File: config.mk
export PLATFORM = sky130hd
export DESIGN_NAME = erp_cordic
export DESIGN_NICKNAME = d
export VERILOG_FILES = /design/src/hw/rtl/erp_pkg.sv /design/src/hw/rtl/erp_cordic.sv
export SDC_FILE = /design/constraint.sdc
export NUM_CORES = 1
export LEC_CHECK = 0
export BUFFER_PORTS_ARGS = -buffer_cell sky130_fd_sc_hd__buf_2
export CORE_MARGIN = 2
export CORE_UTILIZATION = 50
export CTS_CLUSTER_SIZE = 8
export DETAILED_ROUTE_END_ITERATION = 16
export GPL_TIMING_DRIVEN = 0
export PLACE_DENSITY = 0.66
export SYNTH_ARGS = -nofsm -noshare
export SYNTH_HDL_FRONTEND = slang
export SYNTH_SLANG_ARGS = --single-unit
File: constraint.sdc
create_clock -name clk_i -period 17.65 [get_ports clk_i]
set_clock_uncertainty 0.2 [all_clocks]
set_input_delay 0.8825 -clock clk_i [delete_from_list [all_inputs] [get_ports clk_i]]
set_output_delay 0.8825 -clock clk_i [all_outputs]
set_load 0.03 [all_outputs]
File: src/hw/rtl/erp_pkg.sv
// shared types, constants and functions of the point transform block
package erp_pkg;

  localparam int COORD_BITS     = 32;
  localparam int ANGLE_BITS     = 16;
  localparam int TRIG_FRAC_BITS = 16;

  localparam int TRIG_W = TRIG_FRAC_BITS + 2;
  localparam int PROD_W = COORD_BITS + TRIG_W;
  localparam int SUM_W  = PROD_W + 1;
  localparam int WIDE_W = SUM_W - TRIG_FRAC_BITS;

  localparam int CFG_IDX_W  = 3;
  localparam int CFG_DATA_W = (COORD_BITS > ANGLE_BITS) ? COORD_BITS : ANGLE_BITS;

  localparam int CORDIC_STEPS = 28;
  localparam int STEP_W       = $clog2(CORDIC_STEPS);
  localparam int CORDIC_W     = 34;
  localparam int TURN_BITS    = 32;
  localparam int QUARTER_BITS = TURN_BITS - 2;

  typedef logic signed [COORD_BITS-1:0] coord_t;
  typedef logic signed [TRIG_W-1:0]     trig_t;

  localparam trig_t TRIG_ONE = trig_t'(1) << TRIG_FRAC_BITS;
  localparam logic signed [SUM_W-1:0] RND_HALF = SUM_W'(1) << (TRIG_FRAC_BITS - 1);

  typedef enum logic [CFG_IDX_W-1:0] {
    REG_PITCH   = 3'd0,
    REG_YAW     = 3'd1,
    REG_ROLL    = 3'd2,
    REG_SHIFT_X = 3'd3,
    REG_SHIFT_Y = 3'd4,
    REG_SHIFT_Z = 3'd5
  } cfg_reg_e;

  typedef enum logic [1:0] {
    AXIS_PITCH = 2'd0,
    AXIS_YAW   = 2'd1,
    AXIS_ROLL  = 2'd2
  } axis_e;

  typedef struct packed {
    logic  valid;
    axis_e axis;
    trig_t cos_v;
    trig_t sin_v;
  } trig_res_t;

  // clamp a wide signed value to the coordinate range
  function automatic coord_t sat_coord(input logic signed [WIDE_W-1:0] v);
    logic [WIDE_W-COORD_BITS:0] top;
    top = v[WIDE_W-1:COORD_BITS-1];
    if ((&top) || (~|top)) begin
      return v[COORD_BITS-1:0];
    end
    return v[WIDE_W-1] ? coord_t'({1'b1, {(COORD_BITS-1){1'b0}}})
                       : coord_t'({1'b0, {(COORD_BITS-1){1'b1}}});
  endfunction

  // arctangent of 2^-i in units of 2^-32 turn
  function automatic logic [QUARTER_BITS-1:0] atan_turn(input logic [STEP_W-1:0] i);
    logic [QUARTER_BITS-1:0] r;
    case (i)
      5'd0:    r = 30'd536870912;
      5'd1:    r = 30'd316933406;
      5'd2:    r = 30'd167458907;
      5'd3:    r = 30'd85004756;
      5'd4:    r = 30'd42667331;
      5'd5:    r = 30'd21354465;
      5'd6:    r = 30'd10680862;
      5'd7:    r = 30'd5340245;
      5'd8:    r = 30'd2670163;
      5'd9:    r = 30'd1335087;
      5'd10:   r = 30'd667544;
      5'd11:   r = 30'd333772;
      5'd12:   r = 30'd166886;
      5'd13:   r = 30'd83443;
      5'd14:   r = 30'd41722;
      5'd15:   r = 30'd20861;
      5'd16:   r = 30'd10430;
      5'd17:   r = 30'd5215;
      5'd18:   r = 30'd2608;
      5'd19:   r = 30'd1304;
      5'd20:   r = 30'd652;
      5'd21:   r = 30'd326;
      5'd22:   r = 30'd163;
      5'd23:   r = 30'd81;
      5'd24:   r = 30'd41;
      5'd25:   r = 30'd20;
      5'd26:   r = 30'd10;
      5'd27:   r = 30'd5;
      default: r = '0;
    endcase
    return r;
  endfunction

endpackage

File: src/hw/rtl/erp_cordic.sv
// iterative cordic unit deriving cosine and sine of a binary angle
module erp_cordic (
  input  logic                        clk_i,
  input  logic                        rst_ni,
  input  logic                        start_i,
  input  erp_pkg::axis_e              axis_i,
  input  logic [erp_pkg::ANGLE_BITS-1:0] angle_i,
  output logic                        busy_o,
  output erp_pkg::trig_res_t          res_o
);
  import erp_pkg::*;

  localparam int RND_SH = QUARTER_BITS - TRIG_FRAC_BITS;
  localparam logic signed [CORDIC_W-1:0] GAIN_Q30 = CORDIC_W'(652032874);
  localparam logic signed [CORDIC_W-1:0] ONE_Q30  = CORDIC_W'(1) << QUARTER_BITS;
  localparam logic signed [CORDIC_W-1:0] RND_TRIG = CORDIC_W'(1) << (RND_SH - 1);
  localparam logic signed [CORDIC_W-1:0] ONE_F    = CORDIC_W'(1) << TRIG_FRAC_BITS;
  localparam logic [STEP_W-1:0] STEP_LAST = STEP_W'(CORDIC_STEPS - 1);

  typedef enum logic [2:0] {
    ST_IDLE = 3'b001,
    ST_RUN  = 3'b010,
    ST_FIN  = 3'b100
  } state_e;

  typedef enum logic [1:0] {
    QUAD_0 = 2'd0,
    QUAD_1 = 2'd1,
    QUAD_2 = 2'd2,
    QUAD_3 = 2'd3
  } quad_e;

  function automatic trig_t round_trig(input logic signed [CORDIC_W-1:0] v);
    logic signed [CORDIC_W-1:0] r;
    r = (v + RND_TRIG) >>> RND_SH;
    if (r > ONE_F) begin
      r = ONE_F;
    end else if (r < -ONE_F) begin
      r = -ONE_F;
    end
    return r[TRIG_W-1:0];
  endfunction

  state_e state_q, state_d;
  quad_e  quad_q, quad_d;
  axis_e  axis_q, axis_d;
  logic [STEP_W-1:0] step_q, step_d;
  logic signed [CORDIC_W-1:0] x_q, x_d, y_q, y_d, z_q, z_d;
  logic signed [CORDIC_W-1:0] dx, dy, at, c_sel, s_sel;
  logic [TURN_BITS-1:0] turn;
  trig_res_t res_q, res_d;

  assign turn   = {angle_i, {(TURN_BITS-ANGLE_BITS){1'b0}}};
  assign dx     = y_q >>> step_q;
  assign dy     = x_q >>> step_q;
  assign at     = signed'({{(CORDIC_W-QUARTER_BITS){1'b0}}, atan_turn(step_q)});
  assign busy_o = (state_q != ST_IDLE) || res_q.valid;
  assign res_o  = res_q;

  always_comb begin
    case (quad_q)
      QUAD_0: begin
        c_sel = x_q;
        s_sel = y_q;
      end
      QUAD_1: begin
        c_sel = -y_q;
        s_sel = x_q;
      end
      QUAD_2: begin
        c_sel = -x_q;
        s_sel = -y_q;
      end
      default: begin
        c_sel = y_q;
        s_sel = -x_q;
      end
    endcase
  end

  always_comb begin
    state_d = state_q;
    quad_d  = quad_q;
    axis_d  = axis_q;
    step_d  = step_q;
    x_d     = x_q;
    y_d     = y_q;
    z_d     = z_q;
    res_d   = res_q;
    res_d.valid = 1'b0;
    case (state_q)
      ST_IDLE: begin
        if (start_i) begin
          quad_d = quad_e'(turn[TURN_BITS-1:QUARTER_BITS]);
          axis_d = axis_i;
          step_d = '0;
          y_d    = '0;
          z_d    = signed'({{(CORDIC_W-QUARTER_BITS){1'b0}}, turn[QUARTER_BITS-1:0]});
          if (turn[QUARTER_BITS-1:0] == '0) begin
            x_d     = ONE_Q30;
            state_d = ST_FIN;
          end else begin
            x_d     = GAIN_Q30;
            state_d = ST_RUN;
          end
        end
      end
      ST_RUN: begin
        if (!z_q[CORDIC_W-1]) begin
          x_d = x_q - dx;
          y_d = y_q + dy;
          z_d = z_q - at;
        end else begin
          x_d = x_q + dx;
          y_d = y_q - dy;
          z_d = z_q + at;
        end
        step_d = step_q + 1'b1;
        if (step_q == STEP_LAST) begin
          state_d = ST_FIN;
        end
      end
      ST_FIN: begin
        res_d.valid = 1'b1;
        res_d.axis  = axis_q;
        res_d.cos_v = round_trig(c_sel);
        res_d.sin_v = round_trig(s_sel);
        state_d     = ST_IDLE;
      end
      default: begin
        state_d = ST_IDLE;
      end
    endcase
  end

  always_ff @(posedge clk_i or negedge rst_ni) begin
    if (!rst_ni) begin
      state_q <= ST_IDLE;
      res_q   <= '0;
    end else begin
      state_q <= state_d;
      res_q   <= res_d;
    end
  end

  always_ff @(posedge clk_i) begin
    quad_q <= quad_d;
    axis_q <= axis_d;
    step_q <= step_d;
    x_q    <= x_d;
    y_q    <= y_d;
    z_q    <= z_d;
  end

endmodule

==> flow_summary.json <==
{
  "insertion_delay_ns": 0.54,
  "ys_seq_area_frac": 0.226,
  "fmax_ghz": 0.116,
  "dr_wl_met2_um": 39200,
  "port_buffers": 60,
  "start_kind": "register",
  "synth.distinct_cells": 96,
  "fill_cells": 4114,
  "cts.sinks": 183,
  "r2r_start": "step_q[4]",
  "ctsHoldBuffers": 0,
  "endpoint_kind": "register",
  "cts_buffers": 17,
  "synth_top_area_cell": "edfxtp_1",
  "grt_setup_unrepaired": "no",
  "start_util": 0.509,
  "hold_class": "reg -> reg",
  "arrival_ns": 8.67,
  "yosysTopAreaCellShare": 0.151,
  "drv_cap": 0,
  "grt_usage": 0.379,
  "cts_setup_buffers": 0,
  "die_w_um": 214,
  "cts.path.max_buffers": 2,
  "setup_tns_ns": 0,
  "drt-total-wl_um": 87100,
  "clkSlewWorstSetupHoldPaths_ns": 0.09,
  "grt_pass1_vias": 21500,
  "die_area_um2": 45800,
  "syn_inst": 2607,
  "drive_above_1_share": 0.121,
  "status": "finished, final reports clean",
  "placed_cell_area_um2": 23100,
  "wl_per_cell_um": 26.5,
  "slew_headroom": 0.138,
  "critPathRequiredTime_ns": 17.73,
  "die_h_um": 214,
  "nets": 2825,
  "cts_resized": 0,
  "yosysMostFrequentCell": "nor2_1",
  "grt_pass1_wl_um": 132000,
  "path_class": "reg -> reg",
  "topRoutingLayerUsed": "met4",
  "core_area_um2": 43400,
  "dp_hpwl_um": 68300,
  "synth-async-reset-ratio": 0.230,
  "worst_pin_slew_ns": 1.29,
  "syn-num-nets": 2745,
  "drtAntennaViolNets": 0,
  "ys.flop_type": "edfxtp_1",
  "grt_max_degree": 75,
  "cts_root_buf": "clkbuf_16",
  "drt_iter0_drc": 2274,
  "syn_to_final_growth_pct": 7.69,
  "synthTopCellsByCount": "256 x nor2_1, 246 x nand2_1, 198 x a21oi_1, 140 x o21ai_0, 133 x xnor2_1",
  "boundaryPins": 61,
  "rr_endpoint": "y_q[27]",
  "finalHoldViolCount": 0,
  "setup_viol": 0,
  "antenna_cells": 0,
  "synth_edf_count": 111,
  "avgViaCountPerCell": 6.69,
  "synth_area_leaders": "edfxtp_1 15%, mux4_2 9.8%, ha_1 6.5%",
  "antenna_found_initial": 0,
  "htree_levels": 4,
  "num_vias": 22000,
  "drv_slew": 0,
  "period_share": 0.486,
  "syn_area_um2": 22100,
  "min_to": "res_o[37]",
  "crit_fanout": 10,
  "dr_wl_met3_um": 8110,
  "dr.pass1.iters": 8,
  "yosys_register_bits": 183,
  "cts_tree": "built",
  "overflow": 0,
  "r2r_cells": 23,
  "avgSynthCellArea_um2": 8.47,
  "r2r_slack_ns": 9.07,
  "stdcell_area_um2": 23800,
  "period_minus_slack_ns": 8.58,
  "route.detailed.drc": 0,
  "yosys_warnings": 0,
  "worstHoldStart": "axis_q[1]",
  "gp_congestion": 1.01,
  "num_rows": 76,
  "wl_met1_um": 33900,
  "whs_path_depth": 2
}
-- flip-flops by register name, summed over array words and instances (netlist names) --
register	count
axis_q	2
step_q	5
x_q	34
state_q	3
res_o	39
at	30
z_q	34
quad_q	2
y_q	34
-- metal layers --
metal,vias up,GRT usage
met4,0,0.238
met3,236,0.0868
met5,-,0
met2,1200,0.600
met1,10600,0.469
li1,9940,-
-- layout make-up --
type                    count  area, um^2  share of cell area
multi-input cells        2187       16100               0.678
flip-flops and latches    183        4990               0.210
well taps                 585         732              0.0308
plain buffers             168         716              0.0301
clock buffers              18         429              0.0181
repair buffers             61         328              0.0138
inverters                  69         264              0.0111
clock inverters            14         203             0.00853
-- worst max-delay path: stages (launching register included) --
cell       delay [ns]
edfxtp_1         0.41
clkbuf_1         0.58
clkbuf_1         0.64
buf_1            0.64
clkbuf_1         0.58
clkbuf_1         0.64
clkbuf_1         0.55
a21boi_0         0.28
ha_1             0.30
nand4_1          0.12
or3_1            0.17
inv_1            0.07
nor2_1           0.11
xor2_1           0.21
ha_1             0.31
a2111oi_0        0.73
nand2_1          0.08
or3_1            0.38
a21oi_1          0.31
o211ai_1         0.21
and3_1           0.22
or2_2            0.27
a211oi_1         0.24
nor2_1           0.07
-- how the worst max path moves through the flow --
stage,start,cells after the start,end
floorplan,step_q[1],25,y_q[27]
global placement,step_q[4],23,y_q[27]
detailed placement,step_q[4],23,y_q[27]
CTS,step_q[4],23,y_q[27]
global route,step_q[4],23,y_q[27]
finish,step_q[4],23,y_q[27]
-- layout by cell type, fill, tap and decap left out, types with 28 or more instances in the layout --
cell type | synthesis | routed
o31ai_1 | 42 | 42
nor3_1 | 68 | 68
a21o_1 | 62 | 62
and3_1 | 35 | 35
nand2_1 | 246 | 246
o21ai_0 | 140 | 140
nor2_1 | 256 | 256
xnor2_1 | 133 | 133
mux2i_1 | 59 | 59
edfxtp_1 | 111 | 111
ha_1 | 114 | 114
mux2_2 | 32 | 32
dfrtp_1 | 41 | 41
dfxtp_1 | 30 | 30
o211ai_1 | 28 | 28
clkbuf_1 | 105 | 106
nand3_1 | 62 | 62
xor2_1 | 116 | 116
inv_1 | 65 | 64
a31oi_1 | 54 | 54
buf_2 | 29 | 89
mux4_2 | 96 | 96
a21oi_1 | 198 | 198
-- metrics by stage --
| stage | hold WS (ns) | util | worst slack [ns] | instances |
|---|---|---|---|---|
| floorplan | 0.215 | - | 11.21 | 2607 |
| global placement | 0.220 | 0.533 | 9.52 | 3252 |
| detailed placement | 0.228 | 0.534 | 9.57 | 3253 |
| CTS | 0.249 | 0.548 | 9.53 | 3285 |
| global route | 0.286 | 0.548 | 8.88 | 3285 |
| finish | 0.245 | 0.548 | 9.07 | 3285 |
-- logic make-up after synthesis --
group | after synthesis | share of synthesized area
and+or+nand+nor | 908 | 0.207
DFF | 183 | 0.226
xor gates and xnor gates | 249 | 0.0988
buffers and inverters | 237 | 0.0442
AOI/OAI and AO/OA | 726 | 0.216
adders and majority gates | 117 | 0.0673
muxes | 187 | 0.141
Power is not shown: default switching activity piles up to over one toggle a cycle in this logic, so the estimate is an artifact.
